--- src/rtl/core/owbm_pkg.sv ---
// Package for the 1-Wire bus master core: transaction structs, operation codes,
// configuration register indexes, reset values and timer defaults.
// No dependencies.
package owbm_pkg;

    localparam int TIMER_WIDTH_DEF   = 10;
    localparam int BITS_PER_TRANSFER = 8;
    localparam int CFG_WIDTH         = 10;
    localparam int CFG_INDEX_WIDTH   = 3;

    typedef enum logic [1:0] {
        OP_TICK  = 2'd0,
        OP_RESET = 2'd1,
        OP_WRITE = 2'd2,
        OP_READ  = 2'd3
    } t_op;

    localparam logic [CFG_INDEX_WIDTH-1:0] CFG_RESET_LOW  = 3'd0;
    localparam logic [CFG_INDEX_WIDTH-1:0] CFG_PRES_WAIT  = 3'd1;
    localparam logic [CFG_INDEX_WIDTH-1:0] CFG_RESET_TAIL = 3'd2;
    localparam logic [CFG_INDEX_WIDTH-1:0] CFG_SHORT_LOW  = 3'd3;
    localparam logic [CFG_INDEX_WIDTH-1:0] CFG_SLOT       = 3'd4;
    localparam logic [CFG_INDEX_WIDTH-1:0] CFG_RECOVERY   = 3'd5;

    localparam logic [CFG_WIDTH-1:0] RST_RESET_LOW  = 10'd480;
    localparam logic [CFG_WIDTH-1:0] RST_PRES_WAIT  = 10'd80;
    localparam logic [CFG_WIDTH-1:0] RST_RESET_TAIL = 10'd400;
    localparam logic [CFG_WIDTH-1:0] RST_SHORT_LOW  = 10'd1;
    localparam logic [CFG_WIDTH-1:0] RST_SLOT       = 10'd50;
    localparam logic [CFG_WIDTH-1:0] RST_RECOVERY   = 10'd0;

    typedef enum logic [7:0] {
        PH_IDLE      = 8'b0000_0001,
        PH_RST_LOW   = 8'b0000_0010,
        PH_RST_WAIT  = 8'b0000_0100,
        PH_RST_TAIL  = 8'b0000_1000,
        PH_SHORT_LOW = 8'b0001_0000,
        PH_RELEASE   = 8'b0010_0000,
        PH_LONG_LOW  = 8'b0100_0000,
        PH_RECOVER   = 8'b1000_0000
    } t_phase;

    typedef struct packed {
        t_op        operation;
        logic [7:0] data_byte;
        logic       line_level;
    } t_in;

    typedef struct packed {
        logic       drive_low;
        logic       busy_res;
        logic       done_res;
        logic       presence;
        logic [7:0] read_data;
        logic       rejected;
    } t_out;

endpackage

--- src/rtl/core/one_wire_bus_master_core.sv ---
// 1-Wire bus master core: command/tick sequencer with input and result registers.
// Depends on owbm_pkg.
//
// Usage:
//   Input channel (i_in_valid / o_in_stall, payload i_in): each transaction is
//   either a microsecond tick carrying the sampled line level, or a start
//   command (reset with presence detect, byte write, byte read).
//   Output channel (o_out_valid / i_out_stall, payload o_out): one result per
//   input transaction with the open-drain drive to hold until the next one,
//   busy, done, presence, last read byte and a rejected flag.
//   Configuration: i_cfg_we writes i_cfg_data to register i_cfg_index; write
//   only while no transaction is in flight.
// Result path: the accepted transaction waits in the input register, and the
// sequencer update is written into the result register when it fires.
// Throughput: one transaction per cycle while the result is not stalled; the
// phase timer and bit shifter state is updated with each transaction.
// Reset: sequencer idle, counters and bytes cleared, registers at defaults,
// both pipeline registers empty.
// Stall: a stalled result holds; the input register keeps one transaction
// and o_in_stall rises while both registers are full and the result is stalled.
module one_wire_bus_master_core #(
    parameter int TIMER_WIDTH = owbm_pkg::TIMER_WIDTH_DEF
) (
    input  logic                                i_clk,
    input  logic                                i_rst_n,
    input  logic                                i_in_valid,
    output logic                                o_in_stall,
    input  owbm_pkg::t_in                       i_in,
    output logic                                o_out_valid,
    input  logic                                i_out_stall,
    output owbm_pkg::t_out                      o_out,
    input  logic                                i_cfg_we,
    input  logic [owbm_pkg::CFG_INDEX_WIDTH-1:0] i_cfg_index,
    input  logic [owbm_pkg::CFG_WIDTH-1:0]      i_cfg_data
);

    localparam int                   TW       = TIMER_WIDTH;
    localparam int                   CW       = owbm_pkg::CFG_WIDTH;
    localparam int                   DW       = (TW > CW) ? TW : CW;
    localparam logic [TW-1:0]        TMAX     = {TW{1'b1}};
    localparam logic [2:0]           BIT_LAST = 3'(owbm_pkg::BITS_PER_TRANSFER - 1);

    logic [CW-1:0] r_cfg_reset_low, r_cfg_pres_wait, r_cfg_reset_tail;
    logic [CW-1:0] r_cfg_short_low, r_cfg_slot, r_cfg_recovery;

    logic             r_in_valid;
    owbm_pkg::t_in    r_in;
    logic             r_out_valid;
    owbm_pkg::t_out   r_out;

    owbm_pkg::t_phase r_phase, n_phase;
    logic [TW-1:0]    r_tick, n_tick;
    logic [2:0]       r_bit, n_bit;
    logic [7:0]       r_shift, n_shift;
    logic             r_reading, n_reading;
    logic             r_presence, n_presence;
    logic [7:0]       r_received, n_received;

    logic             fire;
    logic [CW-1:0]    dsel;
    logic [DW-1:0]    dsel_ext;
    logic [TW-1:0]    dur;
    logic [TW-1:0]    tick_inc;
    logic             elapsed;
    logic [7:0]       shift_now;
    logic [2:0]       bit_next;
    logic             done;
    logic             rej;
    owbm_pkg::t_phase bit_phase;

    assign fire        = r_in_valid && (!r_out_valid || !i_out_stall);
    assign o_in_stall  = r_in_valid && !fire;
    assign o_out_valid = r_out_valid;
    assign o_out       = r_out;

    always_ff @(posedge i_clk) begin
        if (!i_rst_n) begin
            r_cfg_reset_low  <= owbm_pkg::RST_RESET_LOW;
            r_cfg_pres_wait  <= owbm_pkg::RST_PRES_WAIT;
            r_cfg_reset_tail <= owbm_pkg::RST_RESET_TAIL;
            r_cfg_short_low  <= owbm_pkg::RST_SHORT_LOW;
            r_cfg_slot       <= owbm_pkg::RST_SLOT;
            r_cfg_recovery   <= owbm_pkg::RST_RECOVERY;
        end else if (i_cfg_we) begin
            unique case (i_cfg_index)
                owbm_pkg::CFG_RESET_LOW:  r_cfg_reset_low  <= i_cfg_data;
                owbm_pkg::CFG_PRES_WAIT:  r_cfg_pres_wait  <= i_cfg_data;
                owbm_pkg::CFG_RESET_TAIL: r_cfg_reset_tail <= i_cfg_data;
                owbm_pkg::CFG_SHORT_LOW:  r_cfg_short_low  <= i_cfg_data;
                owbm_pkg::CFG_SLOT:       r_cfg_slot       <= i_cfg_data;
                owbm_pkg::CFG_RECOVERY:   r_cfg_recovery   <= i_cfg_data;
                default: ;
            endcase
        end
    end

    always_comb begin
        unique case (r_phase)
            owbm_pkg::PH_RST_LOW:   dsel = r_cfg_reset_low;
            owbm_pkg::PH_RST_WAIT:  dsel = r_cfg_pres_wait;
            owbm_pkg::PH_RST_TAIL:  dsel = r_cfg_reset_tail;
            owbm_pkg::PH_SHORT_LOW: dsel = r_cfg_short_low;
            owbm_pkg::PH_RECOVER:   dsel = r_cfg_recovery;
            default:                dsel = r_cfg_slot;
        endcase
    end

    assign dsel_ext = DW'(dsel);
    assign dur      = (dsel_ext > DW'(TMAX)) ? TMAX : TW'(dsel_ext);
    assign tick_inc = (r_tick == TMAX) ? r_tick : r_tick + 1'b1;
    assign elapsed  = (tick_inc >= dur);

    assign shift_now = (r_phase == owbm_pkg::PH_RELEASE && r_reading &&
                        r_tick == '0 && r_in.line_level) ?
                       (r_shift | (8'b1 << r_bit)) : r_shift;
    assign bit_next  = r_bit + 3'd1;
    assign bit_phase = (r_reading || shift_now[bit_next]) ?
                       owbm_pkg::PH_SHORT_LOW : owbm_pkg::PH_LONG_LOW;

    always_comb begin
        n_phase    = r_phase;
        n_tick     = r_tick;
        n_bit      = r_bit;
        n_shift    = r_shift;
        n_reading  = r_reading;
        n_presence = r_presence;
        n_received = r_received;
        done       = 1'b0;
        rej        = 1'b0;
        if (r_in.operation == owbm_pkg::OP_TICK) begin
            if (r_phase != owbm_pkg::PH_IDLE) begin
                n_tick  = elapsed ? '0 : tick_inc;
                n_shift = shift_now;
            end
            unique case (r_phase) inside
                owbm_pkg::PH_IDLE: ;
                owbm_pkg::PH_RST_LOW: begin
                    if (elapsed) n_phase = owbm_pkg::PH_RST_WAIT;
                end
                owbm_pkg::PH_RST_WAIT: begin
                    if (elapsed) begin
                        n_presence = !r_in.line_level;
                        n_phase    = owbm_pkg::PH_RST_TAIL;
                    end
                end
                owbm_pkg::PH_RST_TAIL: begin
                    if (elapsed) begin
                        n_phase = owbm_pkg::PH_IDLE;
                        done    = 1'b1;
                    end
                end
                owbm_pkg::PH_SHORT_LOW: begin
                    if (elapsed) n_phase = owbm_pkg::PH_RELEASE;
                end
                owbm_pkg::PH_LONG_LOW, owbm_pkg::PH_RELEASE, owbm_pkg::PH_RECOVER: begin
                    if (elapsed) begin
                        if (r_phase == owbm_pkg::PH_LONG_LOW && r_cfg_recovery != '0) begin
                            n_phase = owbm_pkg::PH_RECOVER;
                        end else if (r_bit >= BIT_LAST) begin
                            if (r_reading) n_received = shift_now;
                            n_phase = owbm_pkg::PH_IDLE;
                            n_bit   = '0;
                            done    = 1'b1;
                        end else begin
                            n_bit   = bit_next;
                            n_phase = bit_phase;
                        end
                    end
                end
                default: ;
            endcase
        end else if (r_phase != owbm_pkg::PH_IDLE) begin
            rej = 1'b1;
        end else if (r_in.operation == owbm_pkg::OP_RESET) begin
            n_presence = 1'b0;
            n_tick     = '0;
            n_phase    = owbm_pkg::PH_RST_LOW;
        end else begin
            n_reading = (r_in.operation == owbm_pkg::OP_READ);
            n_shift   = n_reading ? 8'd0 : r_in.data_byte;
            n_bit     = '0;
            n_tick    = '0;
            n_phase   = (n_reading || n_shift[0]) ?
                        owbm_pkg::PH_SHORT_LOW : owbm_pkg::PH_LONG_LOW;
        end
    end

    always_ff @(posedge i_clk) begin
        if (!i_rst_n) begin
            r_in_valid  <= 1'b0;
            r_out_valid <= 1'b0;
            r_phase     <= owbm_pkg::PH_IDLE;
            r_tick      <= '0;
            r_bit       <= '0;
            r_shift     <= '0;
            r_reading   <= 1'b0;
            r_presence  <= 1'b0;
            r_received  <= '0;
        end else begin
            if (!r_in_valid || fire) begin
                r_in_valid <= i_in_valid;
            end
            if (fire) begin
                r_out_valid <= 1'b1;
            end else if (!i_out_stall) begin
                r_out_valid <= 1'b0;
            end
            if (fire) begin
                r_phase    <= n_phase;
                r_tick     <= n_tick;
                r_bit      <= n_bit;
                r_shift    <= n_shift;
                r_reading  <= n_reading;
                r_presence <= n_presence;
                r_received <= n_received;
            end
        end
    end

    always_ff @(posedge i_clk) begin
        if (i_in_valid && (!r_in_valid || fire)) begin
            r_in <= i_in;
        end
        if (fire) begin
            r_out.drive_low <= (n_phase == owbm_pkg::PH_RST_LOW ||
                                n_phase == owbm_pkg::PH_SHORT_LOW ||
                                n_phase == owbm_pkg::PH_LONG_LOW);
            r_out.busy_res  <= (n_phase != owbm_pkg::PH_IDLE);
            r_out.done_res  <= done;
            r_out.presence  <= n_presence;
            r_out.read_data <= n_received;
            r_out.rejected  <= rej;
        end
    end

endmodule
--- config.mk ---
export PLATFORM = sky130hd
export DESIGN_NAME = one_wire_bus_master_core
export DESIGN_NICKNAME = d
export VERILOG_FILES = /design/src/rtl/core/owbm_pkg.sv /design/src/rtl/core/one_wire_bus_master_core.sv
export SDC_FILE = /design/constraint.sdc
export NUM_CORES = 1
export LEC_CHECK = 0
export ABC_AREA = 1
export BUFFER_PORTS_ARGS = -buffer_cell sky130_fd_sc_hd__buf_2
export CAP_MARGIN = 20
export CORE_MARGIN = 2
export CORE_UTILIZATION = 55
export CTS_CLUSTER_SIZE = 25
export DETAILED_ROUTE_END_ITERATION = 16
export HOLD_SLACK_MARGIN = 0.08
export PLACE_DENSITY = 0.77
export SYNTH_ARGS = -nofsm -noshare
export SYNTH_HDL_FRONTEND = slang
export SYNTH_SLANG_ARGS = --single-unit
--- constraint.sdc ---
create_clock -name i_clk -period 3.6 [get_ports i_clk]
set_clock_uncertainty 0.05 [all_clocks]
set_input_delay 0.36 -clock i_clk [delete_from_list [all_inputs] [get_ports i_clk]]
set_output_delay 0.36 -clock i_clk [all_outputs]
set_load 0.1 [all_outputs]
==> metrics.md, run 1 <==
| Metric | Value |
|---|---|
| Primary flip-flop cell chosen by synthesis mapping | sky130_fd_sc_hd__dfxtp_1 |
| First-pass GRT wire length | 27,300 um |
| N_diodes | 0 |
| Dpl hpwl | 11,500 um |
| Portion of synthesized cell area occupied by the leading cell type | 32.4% |
| Ys Warns | 0 |
| Logic depth of the worst register-to-register path | 23 |
| HP Class | input port to flop |
| Average footprint of a synthesized cell | 7.63 sq um |
| Unrepaired setup endpoints after global routing | yes |
| Placement Rows | 38 |
| Post-route cell area | 7900 sq um |
| Final Hold Viols | 0 |
| Number of inserted filler cells in the final layout | 807 |
| Area share of fa/ha/maj cells after synthesis | 3.81% |
| Complex-gate fraction of the synthesized area | 19.9% |
| Crit. End Element | flop |
| Minimum clock period | 3.52 ns |
| Largest vdd supply drop | 0.409 mV |
| Synth Net Count | 866 |
| All-layer global routing usage | 27.5% |
| Worst R2R Start | r_phase[1]$_SDFFE_PN0P_ |
| Leading cell type in the layout, fill and taps excluded | sky130_fd_sc_hd__nand2_1 |
| Share of cells above drive strength 1 | 25.4% |
| Largest net degree at the start of global routing | 84 |
| Status | complete, no violations |
| Die Span Y | 111 um |
| Number of H-tree branching levels | 4 |
| Number of sinks handled by clock tree synthesis | 125 |
| Critical register-to-register path endpoint | o_out[12]$_DFFE_PP_ |
| Setup TNS | 0 ns |
| Top library cells by usage in the layout, fill and taps aside | sky130_fd_sc_hd__nand2_1, sky130_fd_sc_hd__nor2_1, sky130_fd_sc_hd__dfxtp_1 |
| DP Worst Slack | -0.238 ns |
| Post-route clock period utilization | 97.7% |
| Slew HR | 46.1% |
| Min-Delay Endpoint | r_in_valid$_SDFFE_PN0N_ |
| Peak Freq | 0.284 GHz |
| Clock-pin slew reported for the worst setup and hold paths after clock tree synthesis | 0.06 ns |
| Count of maximum capacitance violations | 0 |
| Proportion of register bits with asynchronous set or reset after synthesis | 0% |
| Via count | 6,156 |
| Cell area after placement | 6760 sq um |
| Number of library cell types mapped by synthesis | 46 |
| Area occupied by registers | 2760 sq um |
| Combinational family with the most area after synthesis | simple AND/OR/NAND/NOR gates |
| Largest fanout on the critical path | 5 |
| Clk Tree Root Cell | sky130_fd_sc_hd__clkbuf_16 |
| Post-synthesis register bit count | 125 |
| DIE AREA | 12,200 sq um |
| Clock buffer count from CTS | 17 |
| Fin. max-slew vios | 0 |
| Effective utilization at floorplan | 57.1% |
| Clock insertion delay at the later pin of the skew report | 0.43 ns |
| Port Buffer Count | 43 |
| Leakage power | 3.41 nW |
| Ports | 44 |
| Worst reg-to-reg setup slack | 0.08 ns |
| Final nets | 962 |
| Mapped Area | 6240 sq um |
| Starting DRC count in detailed routing | 651 |
| Count of placed standard cells including taps | 1,003 |
| Startpoint of the worst hold path | i_in_valid |
| Placer congestion estimate | 0.947 |
| Via count of the first global-routing pass | 5,604 |
| Total length of routed wires | 17,600 um |
| Number of nets with antenna violations after detailed routing | 0 |
| Vias per Instance | 5.77 |
| Initial antenna violation count | 0 |
| PnR worst setup slack | 0.0839 ns |
| Worst setup SP type | flop |
| Number of DRC violations after detailed routing | 0 |
| Xor/xnor cell area share of the yosys netlist | 0.561% |
| Mux contribution to synthesized area | 0% |
| Wire length per cell | 16.5 um |
| Leading area contributor after synthesis | sky130_fd_sc_hd__dfxtp_1 |
| Detailed-routing iteration count for the pre-antenna-repair pass | 5 |
| Power per cell area | 470 nW/um^2 |
| Number of synthesized flops with an enable pin | 24 |
| Proportion of synthesized chip area in sequential cells | 43.9% |
| Horizontal extent of the die | 111 um |
| Required time at the worst-slack endpoint | 3.84 ns |
| Number of endpoints failing setup at the final stage | 0 |
| Main area contributors after synthesis | sky130_fd_sc_hd__dfxtp_1, sky130_fd_sc_hd__edfxtp_1, sky130_fd_sc_hd__nand2_1, sky130_fd_sc_hd__o21ai_0, sky130_fd_sc_hd__nor2_1 |
| Worst path arrival time | 3.75 ns |
| Count of cells along the worst hold path | 3 |
| Basic-gate share of the synthesized area counting and, or, nand and nor cells | 23.2% |
| Non-filler cells in the finished layout | 1,067 |
| Multi-input logic area | 3200 sq um |
| Grt total ovfl | 0 |
| Core Box Area | 10,900 sq um |
| TritonCTS clock tree | yes |
| Actual transition at the worst max-transition pin | 0.805 ns |
| Post-Synthesis Cells | 818 |
| Critical path class | flop to flop |
| Buffer depth of the longest clock path | 2 |
| Area growth syn-to-layout | 26.5% |
logic make-up after synthesis:
group | after synthesis
flops | 125
compound gates | 210
fa+ha+maj | 19
xor+xnor | 4
buf+inv | 137
simple gates | 323
synth_stat cells (all sizes together) (6+ instances only):
cell type / number
nand2: 136
nor2: 116
inv: 102
dfxtp: 101
o21ai: 100
a21oi: 61
nand3: 41
clkbuf: 24
edfxtp: 24
ha: 19
nand4: 14
nor3: 10
a31oi: 8
clkinv: 6
o22ai: 6
timing repair:
item,CTS,global route
setup endpoints to repair,28,41
gates cloned,0,1
hold buffers,11,0
buffers inserted,0,20
pin swaps,2,24
gates resized for setup,12,68
endpoints found under the hold margin,11,0
layout make-up:
class | instances | share of cell area [%]
multi-input combinational | 556 | 40.6
sequential | 125 | 34.9
timing repair buffer | 105 | 9.52
clock buffer | 17 | 5.39
inverter | 108 | 5.21
tap | 140 | 2.22
clock inverter | 15 | 2.06
timing repair inverter | 1 | 0.0951
per-stage QoR:
step | power [mW] | hold slack [ns] | util (%)
after floorplan | 1.85 | 0.374 | -
after global placement | 1.96 | 0.390 | 61.8
after detailed placement | 1.98 | 0.394 | 61.8
after CTS | 3.67 | 0.159 | 68.5
after global routing | 3.83 | 0.187 | 72.2
final | 3.71 | 0.164 | 72.2
worst max-delay path: stages, from the launching register on:
cell and delay, ns:
sky130_fd_sc_hd__dfxtp_4 0.36, sky130_fd_sc_hd__nor2_4 0.15, sky130_fd_sc_hd__buf_4 0.14, sky130_fd_sc_hd__nand4_4 0.16
sky130_fd_sc_hd__nand3_2 0.16, sky130_fd_sc_hd__inv_2 0.06, sky130_fd_sc_hd__nand3_4 0.11, sky130_fd_sc_hd__buf_4 0.13
sky130_fd_sc_hd__inv_1 0.05, sky130_fd_sc_hd__a221oi_2 0.22, sky130_fd_sc_hd__buf_4 0.16, sky130_fd_sc_hd__ha_4 0.20
sky130_fd_sc_hd__nand2_2 0.11, sky130_fd_sc_hd__nor2_2 0.07, sky130_fd_sc_hd__o211ai_1 0.09, sky130_fd_sc_hd__nand3_1 0.11
sky130_fd_sc_hd__nor2_2 0.19, sky130_fd_sc_hd__buf_6 0.15, sky130_fd_sc_hd__nor2_1 0.08, sky130_fd_sc_hd__o21ai_2 0.17
sky130_fd_sc_hd__nand2_2 0.10, sky130_fd_sc_hd__nor2_1 0.15, sky130_fd_sc_hd__nand4_1 0.12, sky130_fd_sc_hd__nand3_1 0.10
sequential cells by signal, indices dropped and copies added, names as in the netlist, 10 cells and up:
signal and count:
o_out 13, r_cfg_pres_wait 10, r_cfg_recovery 10, r_cfg_reset_low 10, r_cfg_reset_tail 10, r_cfg_short_low 10
r_cfg_slot 10, r_in 11, r_tick 10
worst max path at each step:
stage	startpoint	endpoint	slack [ns]	cells past startpoint
CTS	r_tick[0]$_SDFFE_PN0P_	o_out[12]$_DFFE_PP_	0.02	24
floorplan	r_phase[0]$_SDFFE_PN1P_	o_out[12]$_DFFE_PP_	0.20	24
global placement	r_phase[4]$_SDFFE_PN0P_	o_out[11]$_DFFE_PP_	-0.04	22
finish	r_phase[1]$_SDFFE_PN0P_	o_out[12]$_DFFE_PP_	0.08	23
detailed placement	r_phase[2]$_SDFFE_PN0P_	o_out[12]$_DFFE_PP_	-0.24	21
global route	r_tick[0]$_SDFFE_PN0P_	o_out[12]$_DFFE_PP_	-0.09	24
routing by layer:
layer / share of wire (%) / wire [um] / vias up / GRT usage (%)
met5: 0 / 0 / - / 0
met4: 2.1 / 371 / 0 / 9.58
met3: 8.7 / 1530 / 51 / 6.09
met2: 48 / 8480 / 294 / 44.8
met1: 41 / 7180 / 2870 / 36.3
li1: - / - / 2941 / -
power by group:
part	switching (mW)	leakage, nW	internal (mW)
combinational	0.325	2.08	0.155
sequential	0.0379	1.06	1.49
clock	0.673	0.269	1.02
total	1.04	3.41	2.67
Note: power is estimated with default switching activity, not from simulation.
==> inputs of run 2 (changes only) <==
Settings changed: ABC_AREA 1 to 0.
==> run 2 against run 1 <==
  * The run now ends with setup timing left
  * Global-route usage up 0.81 points
  * Sequential cell count unchanged
  * Via count down 0.13%
  * Cell area increased by 3.9%
  * Register-to-register slack got worse by 0.78 ns
  * Combinational power shrank 26%
  * Maximum frequency down 18%
  * Count of clock-buffer cells in the layout increased by 8
  * Final cell count decreased by 5.3%
  * Sequential share of layout area shrank 1.5 points
  * Synthesized area increased by 0.70%
  * Critical endpoint is now o_out[11]$_DFFE_PP_
  * Largest power group unchanged
==> metrics.md, run 2 <==
| Metric | Value |
|---|---|
| DIE AREA | 12,300 sq um (+0.68%) |
| PnR worst setup slack | -0.698 ns (-0.782 ns) |
| Cell-internal power | 2.61 mW (-2.4%) |
| Number of endpoints failing setup at the final stage | 40 (+40) |
| Worst hold margin | 0.110 ns (-0.0533 ns) |
| Worst setup SP type | flop |
| TritonCTS clock tree | yes |
| HP Class | input port to flop |
| Final Hold Viols | 0 (unchanged) |
| Number of H-tree branching levels | 4 (unchanged) |
| Part of the total power dissipated in sequential elements | 42.7% (+1.4 points) |
| Minimum clock period | 4.30 ns (+0.782 ns) |
| Clk Tree Root Cell | sky130_fd_sc_hd__clkbuf_16 |
| Switching part of the total power | 25.5% (-2.4 points) |
| Switch Pwr | 0.896 mW (-14%) |
| Actual transition at the worst max-transition pin | 1.08 ns (+0.271 ns) |
| Via count | 6,148 (-0.13%) |
| Port Buffer Count | 43 (unchanged) |
| Clock share of power | 47.2% (+1.4 points) |
| Post-Synthesis Cells | 751 (-8.2%) |
| Average footprint of a synthesized cell | 8.37 sq um (+9.7%) |
| Crit. End Element | flop |
| Worst path arrival time | 4.41 ns (+0.66 ns) |
| Initial antenna violation count | 0 (unchanged) |
| Commonest cells post-synth | sky130_fd_sc_hd__nand2_1, sky130_fd_sc_hd__dfxtp_1, sky130_fd_sc_hd__a21boi_0 |
| Leading area contributor after synthesis | sky130_fd_sc_hd__dfxtp_1 |
| Synth Net Count | 799 (-7.7%) |
| Unrepaired setup endpoints after global routing | yes |
| Post-route cell area | 8210 sq um (+3.9%) |
| Ys Warns | 0 (unchanged) |
| Peak Freq | 0.233 GHz (-18%) |
| Count of maximum capacitance violations | 0 (unchanged) |
| Dpl hpwl | 11,400 um (-0.90%) |
| Status | finished, violations left |
| Failing checks | setup timing |
| DP Worst Slack | -0.625 ns (-0.386 ns) |
| All-layer global routing usage | 28.3% (+0.81 points) |
| Placement Rows | 39 (+2.6%) |
| Mapped Area | 6290 sq um (+0.70%) |
| Buffer depth of the longest clock path | 2 (unchanged) |
| Total length of routed wires | 18,200 um (+3.8%) |
| Share of cells above drive strength 1 | 24.5% (-0.90 points) |
| Ports | 44 (unchanged) |
| Critical path class | flop to flop |
| Post-route clock period utilization | 119% (+22 points) |
| Clock-pin slew reported for the worst setup and hold paths after clock tree synthesis | 0.06 ns (about the same) |
| Proportion of register bits with asynchronous set or reset after synthesis | 0% (unchanged) |
| Largest vdd supply drop | 0.446 mV (+9.0%) |
| Starting DRC count in detailed routing | 799 (+23%) |
| Part of the total power dissipated in combinational logic | 10.1% (-2.8 points) |
| Primary flip-flop cell chosen by synthesis mapping | sky130_fd_sc_hd__dfxtp_1 |
| Clock insertion delay at the later pin of the skew report | 0.43 ns (about the same) |
| Power per cell area | 427 nW/um^2 (-9.1%) |
| Number of inserted filler cells in the final layout | 753 (-6.7%) |
| Largest fanout on the critical path | 5 (unchanged) |
| Core Box Area | 11,300 sq um (+3.1%) |
| Number of synthesized flops with an enable pin | 24 (unchanged) |
| Top library cells by usage in the layout, fill and taps aside | sky130_fd_sc_hd__nand2_1, sky130_fd_sc_hd__dfxtp_1, sky130_fd_sc_hd__buf_4 |
| Routed met2 length | 9340 um (+10%) |
| Largest net degree at the start of global routing | 53 (-37%) |
| Placer congestion estimate | 0.918 (-3.0%) |
| Detailed-routing iteration count for the pre-antenna-repair pass | 6 (+1) |
| Number of nets with antenna violations after detailed routing | 0 (unchanged) |
| Most common cell in the netlist | sky130_fd_sc_hd__nand2_1 |
| Main area contributors after synthesis | sky130_fd_sc_hd__dfxtp_1, sky130_fd_sc_hd__edfxtp_1, sky130_fd_sc_hd__nand2_1, sky130_fd_sc_hd__a21boi_0, sky130_fd_sc_hd__ha_1 |
| Grt total ovfl | 0 (unchanged) |
| Wire length per cell | 18.0 um (+9.6%) |
| Flip-flop count of the largest register after layout | 13 (unchanged) |
| Slew HR | 26.4% (-20 points) |
| Via count of the first global-routing pass | 5,881 (+4.9%) |
| Leakage power | 3.25 nW (-4.5%) |
| Clock buffer count from CTS | 17 (unchanged) |
| Length of routed wiring on met1 | 7000 um (-2.5%) |
| Proportion of synthesized chip area in sequential cells | 43.6% (-0.31 points) |
| Length of routed met3 wiring | 1380 um (-9.6%) |
| N_diodes | 0 (unchanged) |
| Non-filler cells in the finished layout | 1,010 (-5.3%) |
| Effective utilization at floorplan | 55.8% (-1.3 points) |
| Number of DRC violations after detailed routing | 0 (unchanged) |
| Number of library cell types mapped by synthesis | 65 (+41%) |
| Leading cell type in the layout, fill and taps excluded | sky130_fd_sc_hd__nand2_1 |
| Number of sinks handled by clock tree synthesis | 125 (unchanged) |
| Final nets | 902 (-6.2%) |
| Highest routed metal layer | met4 |
| Post-synthesis register bit count | 125 (unchanged) |
| Count of placed standard cells including taps | 950 (-5.3%) |
| Vias per Instance | 6.09 (+5.5%) |
| Horizontal extent of the die | 111 um (+0.34%) |
| Cell area after placement | 7030 sq um (+4.0%) |
| Portion of synthesized cell area occupied by the leading cell type | 32.2% (-0.23 points) |
| Required time at the worst-slack endpoint | 3.71 ns (-0.13 ns) |
| Die Span Y | 111 um (+0.34%) |
| First-pass GRT wire length | 28,300 um (+3.7%) |
| Area growth syn-to-layout | 30.5% |
| Fin. max-slew vios | 0 (unchanged) |
## run 2: changes by cell type after synthesis, sizes merged, moves of 10 or more
cell and change:
a222oi +10, nor2b +22, nand4 -10, nand2 +53, clkbuf +12, nor2 -82
a21oi -34, o21ai -71, and3 +11, a21boi +61, inv -84
## run 2: logic make-up (layout without fill, tap and decap cells)
family	count (synthesis)	count (layout)	share of synthesized area [%]
buffers and inverters	61	176	3.82
XOR/XNOR	7	7	0.975
AO/OA/AOI/OAI	175	175	19.5
flip-flops	125	125	43.6
multiplexers	8	8	1.33
adder cells (fa/ha/maj)	19	19	3.78
AND/OR/NAND/NOR	356	357	26.9
## run 2: final timing paths
| kind | cells past startpoint | from | to | slack, ns |
|---|---|---|---|---|
| max | 20 | r_phase[2]$_SDFFE_PN0P_ | o_out[11]$_DFFE_PP_ | -0.70 |
| min | 2 | i_in_valid | r_in_valid$_SDFFE_PN0N_ | 0.11 |
| max reg2reg | 20 | r_phase[2]$_SDFFE_PN0P_ | o_out[11]$_DFFE_PP_ | -0.70 |
| min reg2reg | 2 | r_cfg_short_low[1]$_SDFFE_PN0P_ | r_cfg_short_low[1]$_SDFFE_PN0P_ | 0.41 |
## run 2: final cells by class
class / count / area, sq um / area share [%]
clock buffer: 25 / 527 / 6.42
clock inverter: 7 / 47.5 / 0.579
inverter: 19 / 71.3 / 0.869
multi-input combinational: 566 / 3670 / 44.7
sequential: 125 / 2740 / 33.4
tap: 143 / 179 / 2.18
timing repair buffer: 125 / 973 / 11.9
## run 2: through the flow
stage,TNS [ns],power [mW],util [%]
floorplan,-3.07,1.73,-
global placement,-5.97,1.82,62.3
detailed placement,-9.04,1.83,62.3
CTS,-8.09,3.47,70.8
global route,-20.96,3.61,72.8
finish,-14.40,3.51,72.8
## run 2: what timing repair did
action,in CTS,in global routing
endpoints found under the hold margin,11,0
pin swaps,9,18
gates cloned,3,1
endpoints found under the setup margin,30,42
setup buffers,8,6
hold buffers,11,0
gates resized for setup,43,38
## run 2: routing by layer
metal | up-vias | GRT usage [%]
met3 | 56 | 6.12
met4 | 0 | 13.1
met5 | - | 0
li1 | 2857 | -
met2 | 313 | 49.3
met1 | 2922 | 33.4
## run 2: power groups by stage
stage | Clock (mW) | Sequential [mW] | Combinational (mW)
after floorplan | 0 | 1.57 | 0.166
after detailed placement | 0 | 1.52 | 0.310
after CTS | 1.65 | 1.49 | 0.331
final | 1.66 | 1.50 | 0.355
after global placement | 0 | 1.52 | 0.301
after global routing | 1.73 | 1.50 | 0.381
## run 2: critical path, stage by stage, from the launching register on
cell	delay, ns
sky130_fd_sc_hd__dfxtp_2	0.32
sky130_fd_sc_hd__or4_4	0.55
sky130_fd_sc_hd__nor4b_4	0.29
sky130_fd_sc_hd__buf_4	0.17
sky130_fd_sc_hd__buf_6	0.12
sky130_fd_sc_hd__buf_6	0.11
sky130_fd_sc_hd__a222oi_1	0.08
sky130_fd_sc_hd__nand3_1	0.09
sky130_fd_sc_hd__o21ai_1	0.07
sky130_fd_sc_hd__nand2_1	0.06
sky130_fd_sc_hd__o21ai_1	0.07
sky130_fd_sc_hd__ha_1	0.31
sky130_fd_sc_hd__nand4_1	0.16
sky130_fd_sc_hd__nor2_2	0.19
sky130_fd_sc_hd__o2bb2ai_4	0.17
sky130_fd_sc_hd__o21ai_4	0.10
sky130_fd_sc_hd__a21oi_2	0.22
sky130_fd_sc_hd__nor2_2	0.07
sky130_fd_sc_hd__a2111oi_4	0.35
sky130_fd_sc_hd__nand2_1	0.07
sky130_fd_sc_hd__or4_1	0.40
